===== src/hw/rtl/glrs_pkg.sv =====
// Shared types, constants and Q8.24 arithmetic helpers for the gated linear recurrence scan.
// Depends on nothing; every other file of the block refers to it by scoped names.
`default_nettype none

package glrs_pkg;

    // Fixed-point format and field widths
    localparam int DATA_W    = 32;
    localparam int FRAC_BITS = 24;
    localparam int LANE_IN_W = 10;
    localparam int PROD_W    = 2 * DATA_W;
    localparam int WIDE_W    = PROD_W - FRAC_BITS + 1;
    localparam int EXT_W     = WIDE_W - DATA_W;

    // Queue between front and back
    localparam int QUEUE_DEPTH = 4;
    localparam int QPTR_W      = 2;
    localparam int QCNT_W      = 3;

    // Step direction codes
    localparam logic FUNC_FWD = 1'b0;
    localparam logic FUNC_BWD = 1'b1;

    typedef logic signed [DATA_W-1:0] q_t;

    localparam q_t Q_MAX = q_t'({1'b0, {(DATA_W-1){1'b1}}});
    localparam q_t Q_MIN = q_t'({1'b1, {(DATA_W-1){1'b0}}});

    // Operation carried from the front to the back
    typedef struct packed {
        logic func;
        logic first;
        q_t   gate;
        q_t   addend;
        q_t   aux;
    } op_t;

    // Clamp a wide signed value to the 32-bit range
    function automatic q_t sat_q(input logic signed [WIDE_W-1:0] v);
        q_t r;
        if (v[WIDE_W-1] && !(&v[WIDE_W-2:DATA_W-1])) begin
            r = Q_MIN;
        end else if (!v[WIDE_W-1] && (|v[WIDE_W-2:DATA_W-1])) begin
            r = Q_MAX;
        end else begin
            r = v[DATA_W-1:0];
        end
        return r;
    endfunction

    // Drop the fraction bits of a full product (floor), then clamp
    function automatic q_t mul_q(input logic signed [PROD_W-1:0] p);
        logic signed [WIDE_W-1:0] w;
        w = {p[PROD_W-1], p[PROD_W-1:FRAC_BITS]};
        return sat_q(w);
    endfunction

    // Exact sum, then clamp
    function automatic q_t add_q(input q_t a, input q_t b);
        logic signed [WIDE_W-1:0] s;
        s = {{EXT_W{a[DATA_W-1]}}, a} + {{EXT_W{b[DATA_W-1]}}, b};
        return sat_q(s);
    endfunction

endpackage

`default_nettype wire


===== src/hw/rtl/glrs_queue.sv =====
// Short FIFO of decoded operations between the front end and the execution back end.
// Depends on glrs_pkg.
`default_nettype none

module glrs_queue #(
    parameter int IDX_W = 10
) (
    input  wire logic              aclk,
    input  wire logic              aresetn,
    input  wire logic              push_valid,
    input  wire logic [IDX_W-1:0]  push_lane,
    input  wire glrs_pkg::op_t     push_op,
    output logic                   q_full,
    output logic                   q_valid,
    output logic [IDX_W-1:0]       q_lane,
    output glrs_pkg::op_t          q_op,
    input  wire logic              q_pop
);

    glrs_pkg::op_t                ops_reg   [glrs_pkg::QUEUE_DEPTH];
    logic [IDX_W-1:0]             lanes_reg [glrs_pkg::QUEUE_DEPTH];
    logic [glrs_pkg::QPTR_W-1:0]  wr_ptr_reg, wr_ptr_next;
    logic [glrs_pkg::QPTR_W-1:0]  rd_ptr_reg, rd_ptr_next;
    logic [glrs_pkg::QCNT_W-1:0]  count_reg, count_next;
    logic                         do_push;
    logic                         do_pop;

    assign q_full  = (count_reg == glrs_pkg::QCNT_W'(glrs_pkg::QUEUE_DEPTH));
    assign q_valid = (count_reg != '0);
    assign q_lane  = lanes_reg[rd_ptr_reg];
    assign q_op    = ops_reg[rd_ptr_reg];

    assign do_push = push_valid && !q_full;
    assign do_pop  = q_pop && q_valid;

    // Advance pointers and occupancy
    always_comb begin
        wr_ptr_next = do_push ? wr_ptr_reg + 1'b1 : wr_ptr_reg;
        rd_ptr_next = do_pop ? rd_ptr_reg + 1'b1 : rd_ptr_reg;
        count_next  = count_reg;
        if (do_push && !do_pop) begin
            count_next = count_reg + 1'b1;
        end else if (do_pop && !do_push) begin
            count_next = count_reg - 1'b1;
        end
    end

    always_ff @(posedge aclk) begin
        if (!aresetn) begin
            wr_ptr_reg <= '0;
            rd_ptr_reg <= '0;
            count_reg  <= '0;
        end else begin
            wr_ptr_reg <= wr_ptr_next;
            rd_ptr_reg <= rd_ptr_next;
            count_reg  <= count_next;
        end
    end

    // Store the pushed entry
    always_ff @(posedge aclk) begin
        if (do_push) begin
            ops_reg[wr_ptr_reg]   <= push_op;
            lanes_reg[wr_ptr_reg] <= push_lane;
        end
    end

endmodule

`default_nettype wire


===== config.mk =====
export PLATFORM = sky130hd
export DESIGN_NAME = glrs_queue
export DESIGN_NICKNAME = d
export VERILOG_FILES = /design/src/hw/rtl/glrs_pkg.sv /design/src/hw/rtl/glrs_queue.sv
export SDC_FILE = /design/constraint.sdc
export NUM_CORES = 1
export LEC_CHECK = 0
export BUFFER_PORTS_ARGS = -buffer_cell sky130_fd_sc_hd__buf_2
export CORE_ASPECT_RATIO = 2
export CORE_MARGIN = 2
export CORE_UTILIZATION = 35
export CTS_CLUSTER_SIZE = 8
export DETAILED_ROUTE_END_ITERATION = 12
export GPL_ROUTABILITY_DRIVEN = 0
export GPL_TIMING_DRIVEN = 0
export PLACE_DENSITY = 0.55
export REMOVE_ABC_BUFFERS = 1
export SLEW_MARGIN = 10
export SYNTH_ARGS = -nofsm -noshare
export SYNTH_HDL_FRONTEND = slang
export SYNTH_SLANG_ARGS = --single-unit

===== constraint.sdc =====
create_clock -name aclk -period 4.28 [get_ports aclk]
set_clock_uncertainty 0.1 [all_clocks]
set_input_delay 0.428 -clock aclk [delete_from_list [all_inputs] [get_ports aclk]]
set_output_delay 0.428 -clock aclk [all_outputs]
set_load 0.01 [all_outputs]

==> results of run 1 <==
-- tightest hold or removal path, stage by stage --
cell and delay (ps):
buf_2 150, nand2_1 70, mux2i_1 50
-- how the worst max path moves through the flow --
| stage | startpoint | endpoint | slack [ps] | depth (start not counted) |
|---|---|---|---|---|
| after floorplan | flop | q_lane[0] | -1420 | 1 |
| after global placement | flop | q_op[50] | -4040 | 2 |
| after detailed placement | count_reg[0]$_SDFFE_PN0P_ | ops_reg[2][1]$_DFFE_PP_ | 1420 | 5 |
| after CTS | flop | q_op[20] | 1080 | 4 |
| after global routing | flop | q_op[52] | 1010 | 4 |
| final | flop | q_op[52] | 1200 | 4 |
-- cell type report --
class                   instances  area, um^2  share of cell area
diodes                          2        5.00            0.000241
clock buffers                  87        1620              0.0782
clock inverters                 1        8.76            0.000422
inverters                       3        11.3            0.000542
multi-input cells             142        2720               0.131
flip-flops and latches        441       13200               0.633
well taps                     560         701              0.0337
repair buffers                344        2550               0.123
-- power groups by stage --
| stage | clock (uW) | sequential [uW] | combinational, uW |
|---|---|---|---|
| detailed placement | 0 | 5520 | 2760 |
| finish | 4190 | 5430 | 2750 |
| global route | 4490 | 5470 | 2970 |
| floorplan | 0 | 5690 | 1540 |
| global placement | 0 | 5840 | 2300 |
| CTS | 4330 | 5440 | 2850 |
-- cell families after synthesis --
family,after synthesis
mux,111
simple gates,17
fa+ha+maj,6
xor+xnor,4
compound gates,4
buf+inv,29
flops,441
-- per-stage QoR --
step	util	TNS, ps	cell area, um^2	cells
4_1_cts	0.460	0	20800	1578
2_1_floorplan	-	-153730	15900	586
3_5_place_dp	0.400	0	18100	1382
6_report	0.460	0	20800	1580
3_3_place_gp	0.392	-1405850	17700	1367
5_1_grt	0.460	0	20800	1580
-- routing by layer --
layer	up-vias	share of wire	global-route usage
li1	3395	-	-
met1	3944	0.36	0.145
met2	215	0.56	0.268
met3	65	0.049	0.0333
met4	0	0.036	0.0651
met5	-	0	0
-- cell usage in the layout, fill, tap and decap left out --
cell	count
xnor2_1	3
ha_1	5
diode_2	2
buf_2	221
dfxtp_1	7
buf_16	8
and2_4	4
fa_1	1
clkbuf_16	61
dlygate4sd3_1	108
dfxtp_4	2
nor3b_1	1
clkinv_4	1
a21boi_0	1
o31ai_1	1
clkbuf_1	26
mux2i_1	3
o311ai_0	1
or3_1	2
inv_1	3
o21ai_0	1
xor2_1	1
nor2b_1	2
and2_1	4
buf_12	7
mux4_2	108
nand2_1	4
edfxtp_1	432
==> tab_implementation.tex, run 1 <==
\begin{tabular}{lr}
\hline
Metric & Value \\
\hline
\multicolumn{2}{l}{\textbf{Drt}} \\
\quad Number of design rule violations left after detail routing & 0 \\
\quad Detailed router's first-iteration violation count & 277 \\
\quad Routed wire length & 32900 um \\
\quad Routed vias/inst & 4.82 \\
\quad Initial DRT Pass Iterations & 4 \\
\quad Mean routed wirelength per cell & 20.8 um \\
\quad Number of antenna-violating nets in the routed design & 0 \\
\quad Total number of vias & 7619 \\
\multicolumn{2}{l}{\textbf{Clock tree}} \\
\quad Max Root-Sink Buffers & 3 \\
\quad CTS tree & yes \\
\quad Number of levels in the clock H-tree & 2 \\
\quad Clock tree root driver cell & clkbuf\_16 \\
\quad Worst-Skew Late Latency & 580 ps \\
\quad \# Post-CTS Setup Buffers & 0 \\
\quad Clk sink count & 441 \\
\quad Clock transition at the registers of the reported paths & 50 ps \\
\quad CTS-repair resized insts & 0 \\
\quad Inserted Clock Buffers & 61 \\
\quad Total of hold buffers inserted after clock tree synthesis & 108 \\
\multicolumn{2}{l}{\textbf{Setup path}} \\
\quad Maximum fanout encountered on the critical timing path & 29 \\
\quad Crit path max-delay family & buffers and inverters \\
\quad Max incr delay on CP & 640 ps \\
\quad Data arrival time of the critical path & 2550 ps \\
\quad Reg-to-reg startpoint & count\_reg[0]\$\_SDFFE\_PN0P\_ \\
\quad CP Launch Type & flop \\
\quad Count of buffering cells on the critical path with inverters included & 3 \\
\quad Setup CP Type & flop to output port \\
\quad Worst reg2reg setup slack & 1480 ps \\
\quad Required time at the endpoint of the critical path & 3750 ps \\
\quad Slowest cell on the critical path & dfxtp\_4 \\
\quad Cell repeated most along the worst path & buf\_16 \\
\quad Cell breakdown of the critical path & buf\_16 > buf\_16 > mux4\_2 > buf\_2 \\
\quad Capture instance of the worst register-to-register path & ops\_reg[2][22]\$\_DFFE\_PP\_ \\
\quad Endpoint kind of the worst setup timing path & output port \\
\quad Number of cell instances on the worst register-to-register path & 5 \\
\multicolumn{2}{l}{\textbf{Synth}} \\
\quad Count of unique library cells instantiated by Yosys & 22 \\
\quad Largest area contributor in the netlist & edfxtp\_1 \\
\quad Warnings, synthesis & 0 \\
\quad Simple-Gate Fraction of Synth Area & 0.00609 \\
\quad Synthesized area per cell & 26.2 um\^{}2 \\
\quad Number of flops mapped to enable cells by yosys & 432 \\
\quad Combinational family with the most area after synthesis & multiplexers \\
\quad Biggest area contributors in the synthesized netlist & edfxtp\_1 81\%, mux4\_2 15\%, dfxtp\_1 1.1\% \\
\quad Share of the synthesized area in the top cell type & 0.810 \\
\quad XOR/XNOR share of the synthesized area & 0.00219 \\
\quad Number of cells produced by synthesis & 612 \\
\quad Async SR Flop Fraction & 0 \\
\quad Ys flop type & edfxtp\_1 \\
\quad Fraction of the mapped netlist area in compound gates & 0.00180 \\
\quad Multiplexer share of the synthesized area & 0.154 \\
\quad Number of flip-flops and latches in the synthesized netlist & 441 \\
\quad Combined area of all synthesized cells & 16000 um\^{}2 \\
\quad Leading cell types by count after synthesis & 432 x edfxtp\_1, 108 x mux4\_2, 12 x buf\_2 \\
\quad Register area share after synthesis & 0.821 \\
\quad Synthesized-area fraction occupied by adder cells & 0.00516 \\
\quad Dominant cell by count in the synthesized netlist & edfxtp\_1 \\
\multicolumn{2}{l}{\textbf{STA}} \\
\quad Max-slew headroom at the worst pin & 0.572 \\
\quad Max-slew violation count & 0 \\
\quad Max Clk Rate & 325 MHz \\
\quad Slew @ Worst Pin & 641 ps \\
\quad Unrepaired setup endpoints after global routing & false \\
\quad Worst Hold Margin & 75.0 ps \\
\quad Number of endpoints failing setup at the final stage & 0 \\
\quad Final setup slack of the worst path & 1200 ps \\
\quad Hold violation count in the final report & 0 \\
\quad Final worst-path cycle share & 0.719 \\
\quad Shortest period the worst path allows & 3080 ps \\
\multicolumn{2}{l}{\textbf{Global route}} \\
\quad Overall Global Routing Usage & 0.141 \\
\quad Pin count of the biggest net entering global routing & 50 \\
\quad Wire length of the first global-routing pass & 50300 um \\
\quad Initial antenna violation count & 2 \\
\quad Via count of the first global-routing pass & 8671 \\
\quad Remaining Overflow, GRT & 0 \\
\multicolumn{2}{l}{\textbf{Hold path}} \\
\quad Min-delay worst type & primary input to flop \\
\quad Capture endpoint of the worst hold path & wr\_ptr\_reg[0]\$\_SDFFE\_PN0P\_ \\
\quad Hold Path Stages & 3 \\
\quad Hold path startpoint & aresetn \\
\multicolumn{2}{l}{\textbf{Finish}} \\
\quad Number of flip-flops in the largest register & 392 \\
\quad Share of layout cells above drive strength 1 & 0.405 \\
\quad Number of fill cells & 3797 \\
\quad Layout Nets & 1111 \\
\quad Synth-to-Final Area Change & 29.7\% \\
\multicolumn{2}{l}{\textbf{Power and ir drop}} \\
\quad Total power divided by cell area & 596 nW/um\^{}2 \\
\quad Switching power summed over all nets & 3180 uW \\
\quad Lkg Pwr & 0.00700 uW \\
\quad Switching fraction of total power & 0.257 \\
\quad Internal Power & 9190 uW \\
\quad Flop pwr share & 0.439 \\
\quad Combinational group share of total power & 0.222 \\
\quad Total Power & 12400 uW \\
\quad Relative contribution of the clock network to total power & 0.339 \\
\quad Worst IR Drop VDD & 0.000395 V \\
\multicolumn{2}{l}{\textbf{Placement}} \\
\quad Detailed-placement wirelength estimate & 20100 um \\
\quad Pre-CTS setup slack & 1420 ps \\
\quad Port Buf Inserts & 221 \\
\multicolumn{2}{l}{\textbf{Die}} \\
\quad Die Outline Area & 47600 um\^{}2 \\
\quad Die outline height & 307 um \\
\quad Core outline area & 45100 um\^{}2 \\
\quad Total number of placement rows & 110 \\
\quad I/O pin cnt & 222 \\
\quad Initial Util & 0.355 \\
\quad Die Wd & 155 um \\
\multicolumn{2}{l}{\textbf{Run status}} \\
\quad Result of the run & completed \\
\multicolumn{2}{l}{\textbf{Flow run}} \\
\quad Max-capacitance violation count & 0 \\
\hline
\end{tabular}
Power figures use the tool's default switching activity.
==> run 2: changes to the inputs <==
--- a/config.mk
+++ b/config.mk
@@ -5,6 +5,7 @@
 export SDC_FILE = /design/constraint.sdc
 export NUM_CORES = 1
 export LEC_CHECK = 0
+export ABC_AREA = 1
 export BUFFER_PORTS_ARGS = -buffer_cell sky130_fd_sc_hd__buf_2
 export CORE_ASPECT_RATIO = 2
 export CORE_MARGIN = 2
==> constraint.sdc (replaced) <==
create_clock -name aclk -period 3.16 [get_ports aclk]
set_clock_uncertainty 0.1 [all_clocks]
set_input_delay 0.316 -clock aclk [delete_from_list [all_inputs] [get_ports aclk]]
set_output_delay 0.316 -clock aclk [all_outputs]
set_load 0.01 [all_outputs]
==> run 2 against run 1 <==
Compared with the run above: hold slack better by 300 ps; global-route usage grew 2.1 points; utilization is 0.059 points lower; largest cell class unchanged; sequential power increased by 35%; critical endpoint is now q_op[47]; critical path type unchanged; register-to-register slack worse by 910 ps.
==> tab_implementation.tex, run 2 <==
\begin{tabular}{lr}
\hline
Metric & Value \\
\hline
\multicolumn{2}{l}{\textbf{STA}} \\
\quad Hold violation count in the final report & 0 \\
\quad Final worst-path cycle share & 0.950 \\
\quad Final total negative setup slack & 0 ps \\
\quad Shortest period the worst path allows & 3000 ps \\
\quad Worst Hold Margin & 378 ps \\
\quad Max-slew violation count & 0 \\
\quad Max Clk Rate & 333 MHz \\
\quad Number of endpoints failing setup at the final stage & 0 \\
\quad Max-slew headroom at the worst pin & 0.491 \\
\quad Slew @ Worst Pin & 761 ps \\
\multicolumn{2}{l}{\textbf{Finish}} \\
\quad Number of flip-flops in the largest register & 392 \\
\quad Most common cell after layout, fill and taps aside & edfxtp\_1 \\
\quad Share of layout cells above drive strength 1 & 0.217 \\
\quad Layout Nets & 1587 \\
\quad Commonest non-fill, non-tap cells in the layout & 432 x edfxtp\_1, 226 x nor2\_1, 221 x buf\_2 \\
\quad Final core utilization & 0.460 \\
\quad Summed area of non-filler cells in the final layout & 21400 um\^{}2 \\
\quad Synth-to-Final Area Change & 29.8\% \\
\multicolumn{2}{l}{\textbf{Synth}} \\
\quad Biggest area contributors in the synthesized netlist & edfxtp\_1 79\%, o21ai\_0 5.5\%, nor2\_1 5.2\% \\
\quad Number of cells produced by synthesis & 1113 \\
\quad Share of the synthesized area in the top cell type & 0.787 \\
\quad Number of flip-flops and latches in the synthesized netlist & 441 \\
\quad Combined area of all synthesized cells & 16500 um\^{}2 \\
\quad Count of unique library cells instantiated by Yosys & 23 \\
\quad Number of flops mapped to enable cells by yosys & 432 \\
\quad Leading cell types by count after synthesis & 432 x edfxtp\_1, 230 x nor2\_1, 180 x o21ai\_0 \\
\quad Synthesized area per cell & 14.8 um\^{}2 \\
\quad Warnings, synthesis & 0 \\
\quad Largest area contributor in the netlist & edfxtp\_1 \\
\quad Dominant cell by count in the synthesized netlist & edfxtp\_1 \\
\quad Ys flop type & edfxtp\_1 \\
\quad Async SR Flop Fraction & 0 \\
\quad Register area share after synthesis & 0.798 \\
\multicolumn{2}{l}{\textbf{Power and ir drop}} \\
\quad Total power divided by cell area & 798 nW/um\^{}2 \\
\quad Lkg Pwr & 0.00750 uW \\
\quad Switching fraction of total power & 0.299 \\
\quad Relative contribution of the clock network to total power & 0.326 \\
\quad Flop pwr share & 0.428 \\
\quad Switching power summed over all nets & 5110 uW \\
\quad Combinational group share of total power & 0.246 \\
\quad Internal Power & 12000 uW \\
\quad Worst IR Drop VDD & 0.000533 V \\
\multicolumn{2}{l}{\textbf{Clock tree}} \\
\quad Clk sink count & 441 \\
\quad Max Root-Sink Buffers & 3 \\
\quad Clock tree root driver cell & clkbuf\_16 \\
\quad Clock transition at the registers of the reported paths & 50 ps \\
\quad Worst-Skew Late Latency & 580 ps \\
\quad Number of levels in the clock H-tree & 2 \\
\quad CTS tree & yes \\
\quad Inserted Clock Buffers & 61 \\
\multicolumn{2}{l}{\textbf{Die}} \\
\quad Initial Util & 0.354 \\
\quad Total number of placement rows & 112 \\
\quad Die Outline Area & 48900 um\^{}2 \\
\quad Core outline area & 46500 um\^{}2 \\
\quad Die Wd & 157 um \\
\quad Die outline height & 311 um \\
\quad I/O pin cnt & 222 \\
\multicolumn{2}{l}{\textbf{Drt}} \\
\quad Initial DRT Pass Iterations & 5 \\
\quad Detailed router's first-iteration violation count & 621 \\
\quad Total number of vias & 10.6k \\
\quad Routed vias/inst & 5.02 \\
\quad Mean routed wirelength per cell & 20.0 um \\
\quad Number of antenna-violating nets in the routed design & 0 \\
\quad Number of design rule violations left after detail routing & 0 \\
\quad Routed wire length & 42200 um \\
\multicolumn{2}{l}{\textbf{Run status}} \\
\quad Result of the run & completed \\
\multicolumn{2}{l}{\textbf{Setup path}} \\
\quad Worst reg2reg setup slack & 570 ps \\
\quad Required time at the endpoint of the critical path & 2740 ps \\
\quad Maximum fanout encountered on the critical timing path & 54 \\
\quad CP Launch Type & flop \\
\quad Setup CP Type & flop to output port \\
\quad Data arrival time of the critical path & 2590 ps \\
\quad Endpoint kind of the worst setup timing path & output port \\
\multicolumn{2}{l}{\textbf{Global route}} \\
\quad Initial antenna violation count & 3 \\
\quad Wire length of the first global-routing pass & 60000 um \\
\quad Pin count of the biggest net entering global routing & 217 \\
\quad Remaining Overflow, GRT & 0 \\
\quad Overall Global Routing Usage & 0.162 \\
\quad Via count of the first global-routing pass & 10.9k \\
\multicolumn{2}{l}{\textbf{Flow run}} \\
\quad Max-capacitance violation count & 0 \\
\multicolumn{2}{l}{\textbf{Placement}} \\
\quad Post-detailed-placement cell area & 18600 um\^{}2 \\
\quad Port Buf Inserts & 221 \\
\quad Detailed-placement wirelength estimate & 23100 um \\
\multicolumn{2}{l}{\textbf{Hold path}} \\
\quad Min-delay worst type & primary input to flop \\
\hline
\end{tabular}
[run 2: through the flow]
step,setup slack (ps),std cells,total power [uW]
final,158,2109,17100
after floorplan,-2670,1043,9500
after global placement,-7350,1891,10800
after detailed placement,131,1919,11400
after CTS,-63.3,2106,17200
after global routing,-5.21,2109,17900
[run 2: power by group through the flow]
stage	combinational, uW	clock (uW)	sequential, uW
after floorplan	1880	0	7620
final	4190	5570	7310
after detailed placement	3980	0	7430
after global placement	3040	0	7790
after CTS	4150	5730	7310
after global routing	4580	5940	7350
[run 2: critical path, cell delays in order, from the launching register on]
cell       delay, ps
dfxtp_4          520
buf_12           290
buf_16           320
clkinv_16        230
o21ai_0          240
o22ai_1          130
buf_2            180
[run 2: final cells by class]
class | count | area (um^2)
Inverter | 17 | 95.1
Tap cell | 627 | 785
Clock inverter | 1 | 8.76
Timing Repair Buffer | 361 | 2880
Fill cell | 4120 | 25100
Antenna cell | 1 | 2.50
Timing Repair inverter | 2 | 27.5
Sequential cell | 441 | 13200
Clock buffer | 74 | 1580
Multi-Input combinational cell | 585 | 2850
[run 2: worst paths after layout]
path                              startpoint                  endpoint  cells after the start
setup / recovery                        flop                  q_op[47]                      6
hold / removal                   push_op[20]  ops_reg[1][20]$_DFFE_PP_                      2
setup reg to reg   count_reg[0]$_SDFFE_PN0P_  ops_reg[3][39]$_DFFE_PP_                      7
hold reg to reg   rd_ptr_reg[1]$_SDFFE_PN0P_                      flop                      2
[run 2: cells by family after synthesis]
family	count (synthesis)	share of synthesized area
DFF	441	0.798
AOI/OAI and AO/OA	328	0.108
adders and majority gates	6	0.00501
xor gates and xnor gates	1	0.000532
and+or+nand+nor	250	0.0575
buffers and inverters	87	0.0307
[run 2: per-layer routing]
metal	track usage	vias up	wire length, um
met3	0.0308	82	2130
met5	0	-	27
met2	0.301	337	22400
li1	-	4887	-
met1	0.175	5271	16000
met4	0.0729	4	1560
[run 2: timing repair]
| item | CTS | global route |
|---|---|---|
| gates resized for setup | 2 | 4 |
| setup buffers | 1 | 0 |
| endpoints found under the setup margin | 108 | 60 |
| endpoints found under the hold margin | 441 | 0 |
| gates cloned | 0 | 2 |
| hold buffers | 111 | 0 |
==> run 3: changes to the inputs <==
--- a/config.mk
+++ b/config.mk
@@ -14,9 +14,9 @@
 export DETAILED_ROUTE_END_ITERATION = 12
 export GPL_ROUTABILITY_DRIVEN = 0
 export GPL_TIMING_DRIVEN = 0
-export PLACE_DENSITY = 0.55
+export PLACE_DENSITY = 0.54
 export REMOVE_ABC_BUFFERS = 1
-export SLEW_MARGIN = 10
+export SLEW_MARGIN = 25
 export SYNTH_ARGS = -nofsm -noshare
 export SYNTH_HDL_FRONTEND = slang
 export SYNTH_SLANG_ARGS = --single-unit
==> constraint.sdc (replaced) <==
create_clock -name aclk -period 2.93 [get_ports aclk]
set_clock_uncertainty 0.1 [all_clocks]
set_input_delay 0.293 -clock aclk [delete_from_list [all_inputs] [get_ports aclk]]
set_output_delay 0.293 -clock aclk [all_outputs]
set_load 0.01 [all_outputs]
==> run 3 against run 2 <==
Compared with the run above: die area stayed put; hold slack worse by 23 ps; critical path depth stayed put; utilization is 0.40 points higher; sequential power is 7.3% higher; critical path type unchanged.
==> tab_implementation.tex, run 3 (synthesis gave the netlist of run 2 again) <==
\begin{tabular}{lr}
\hline
Metric & Value \\
\hline
\multicolumn{2}{l}{\textbf{Setup path}} \\
\quad Reg-to-reg startpoint & count\_reg[0]\$\_SDFFE\_PN0P\_ \\
\quad Cell repeated most along the worst path & buf\_16 \\
\quad Max incr delay on CP & 440 ps \\
\quad Cell breakdown of the critical path & buf\_16 > buf\_16 > inv\_12 > nor2\_1 > o22ai\_1 > buf\_2 \\
\quad Setup CP Type & flop to output port \\
\quad Data arrival time of the critical path & 2320 ps \\
\quad Maximum fanout encountered on the critical timing path & 108 \\
\quad Required time at the endpoint of the critical path & 2540 ps \\
\quad Endpoint kind of the worst setup timing path & output port \\
\quad CP Launch Type & flop \\
\quad Slowest cell on the critical path & inv\_12 \\
\multicolumn{2}{l}{\textbf{Drt}} \\
\quad Initial DRT Pass Iterations & 4 \\
\quad Total number of vias & 10.5k \\
\quad Routed vias/inst & 4.97 \\
\quad Number of antenna-violating nets in the routed design & 0 \\
\quad Routed wire length & 41900 um \\
\quad Mean routed wirelength per cell & 19.8 um \\
\quad Detailed router's first-iteration violation count & 579 \\
\quad Number of design rule violations left after detail routing & 0 \\
\multicolumn{2}{l}{\textbf{Finish}} \\
\quad Area of combinational cells with multiple inputs & 2850 um\^{}2 \\
\quad Summed area of non-filler cells in the final layout & 21600 um\^{}2 \\
\quad Register cell area after layout & 13200 um\^{}2 \\
\quad Layout Nets & 1591 \\
\quad Share of layout cells above drive strength 1 & 0.221 \\
\quad Commonest non-fill, non-tap cells in the layout & 432 x edfxtp\_1, 226 x nor2\_1, 221 x buf\_2 \\
\quad Most common cell after layout, fill and taps aside & edfxtp\_1 \\
\quad Number of fill cells & 4114 \\
\quad Number of flip-flops in the largest register & 392 \\
\quad Synth-to-Final Area Change & 30.9\% \\
\multicolumn{2}{l}{\textbf{Placement}} \\
\quad Detailed-placement wirelength estimate & 23500 um \\
\quad Port Buf Inserts & 221 \\
\quad Post-detailed-placement cell area & 18700 um\^{}2 \\
\multicolumn{2}{l}{\textbf{Power and ir drop}} \\
\quad Worst IR Drop VDD & 0.000581 V \\
\quad Relative contribution of the clock network to total power & 0.329 \\
\quad Total power divided by cell area & 860 nW/um\^{}2 \\
\quad Flop pwr share & 0.422 \\
\quad Switching fraction of total power & 0.297 \\
\quad Switching power summed over all nets & 5520 uW \\
\quad Combinational group share of total power & 0.249 \\
\quad Total Power & 18600 uW \\
\quad Lkg Pwr & 0.00758 uW \\
\quad Internal Power & 13000 uW \\
\multicolumn{2}{l}{\textbf{Clock tree}} \\
\quad Clock transition at the registers of the reported paths & 50 ps \\
\quad Worst-Skew Late Latency & 600 ps \\
\quad Number of levels in the clock H-tree & 2 \\
\quad Clock tree root driver cell & clkbuf\_16 \\
\quad CTS tree & yes \\
\quad Clk sink count & 441 \\
\quad Inserted Clock Buffers & 61 \\
\quad Max Root-Sink Buffers & 3 \\
\multicolumn{2}{l}{\textbf{Global route}} \\
\quad Remaining Overflow, GRT & 0 \\
\quad Via count of the first global-routing pass & 11.1k \\
\quad Pin count of the biggest net entering global routing & 109 \\
\quad Wire length of the first global-routing pass & 62200 um \\
\quad Initial antenna violation count & 2 \\
\quad Overall Global Routing Usage & 0.169 \\
\multicolumn{2}{l}{\textbf{STA}} \\
\quad Hold violation count in the final report & 0 \\
\quad Final total negative setup slack & 0 ps \\
\quad Final worst-path cycle share & 0.925 \\
\quad Number of endpoints failing setup at the final stage & 0 \\
\quad Max Clk Rate & 369 MHz \\
\quad Unrepaired setup endpoints after global routing & false \\
\quad Max-slew violation count & 0 \\
\quad Worst Hold Margin & 356 ps \\
\quad Slew @ Worst Pin & 626 ps \\
\quad Shortest period the worst path allows & 2710 ps \\
\quad Max-slew headroom at the worst pin & 0.582 \\
\multicolumn{2}{l}{\textbf{Hold path}} \\
\quad Hold path startpoint & push\_op[86] \\
\quad Min-delay worst type & primary input to flop \\
\multicolumn{2}{l}{\textbf{Die}} \\
\quad Initial Util & 0.354 \\
\quad Die Outline Area & 48900 um\^{}2 \\
\quad Core outline area & 46500 um\^{}2 \\
\quad Die Wd & 157 um \\
\quad Die outline height & 311 um \\
\quad I/O pin cnt & 222 \\
\quad Total number of placement rows & 112 \\
\multicolumn{2}{l}{\textbf{Flow run}} \\
\quad Max-capacitance violation count & 0 \\
\multicolumn{2}{l}{\textbf{Run status}} \\
\quad Result of the run & completed \\
\hline
\end{tabular}
-- run 3: worst paths after layout --
check	to	slack, ps	depth (start not counted)
worst max-delay path	q_op[46]	220	6
worst min-delay path	ops_reg[1][86]$_DFFE_PP_	360	2
worst max register to register	ops_reg[2][36]$_DFFE_PP_	390	7
worst min register to register	flop	400	2
-- run 3: what timing repair did --
item                                    4_1_cts  5_1_grt
endpoints found under the hold margin       441        0
buffers inserted                              3        1
cloned                                        1        0
resized for setup                             4        0
endpoints found under the setup margin      108        6
hold buffers                                111        0
-- run 3: power by group through the flow --
stage / combinational (uW) / sequential [uW] / clock (uW)
after CTS: 4720 / 7850 / 6290
after floorplan: 2030 / 8220 / 0
after global placement: 3150 / 8360 / 0
after detailed placement: 4320 / 8050 / 0
final: 4620 / 7840 / 6100
after global routing: 5050 / 7880 / 6490
-- run 3: critical path, delay by kind of cell, from the launching register on --
kind	cells	cell delay, ps
buf+inv	4	1000
flops	1	350
compound gates	1	190
simple gates	1	80
-- run 3: area by class of cell --
| class | instances | share of cell area |
|---|---|---|
| Multi-Input combinational cell | 585 | 0.132 |
| Inverter | 17 | 0.00493 |
| Sequential cell | 441 | 0.610 |
| Antenna cell | 2 | 0.000232 |
| Clock inverter | 2 | 0.00116 |
| Timing Repair Buffer | 366 | 0.140 |
| Tap cell | 627 | 0.0364 |
| Clock buffer | 75 | 0.0742 |
| Timing Repair inverter | 1 | 0.000754 |
-- run 3: metrics by stage --
step	utilization	std cells	setup slack (ps)
final	0.464	2116	221
after global routing	0.464	2116	13.6
after CTS	0.463	2113	68.3
after detailed placement	0.403	1921	44.2
after global placement	0.385	1891	-7560
after floorplan	-	1043	-2900
-- run 3: metal layers --
metal / wire length (um) / track usage / up-vias
met1: 15800 / 0.183 / 5229
met2: 22700 / 0.317 / 306
met3: 1990 / 0.0290 / 77
met4: 1380 / 0.0705 / 0
met5: 0 / 0 / -
li1: - / - / 4900
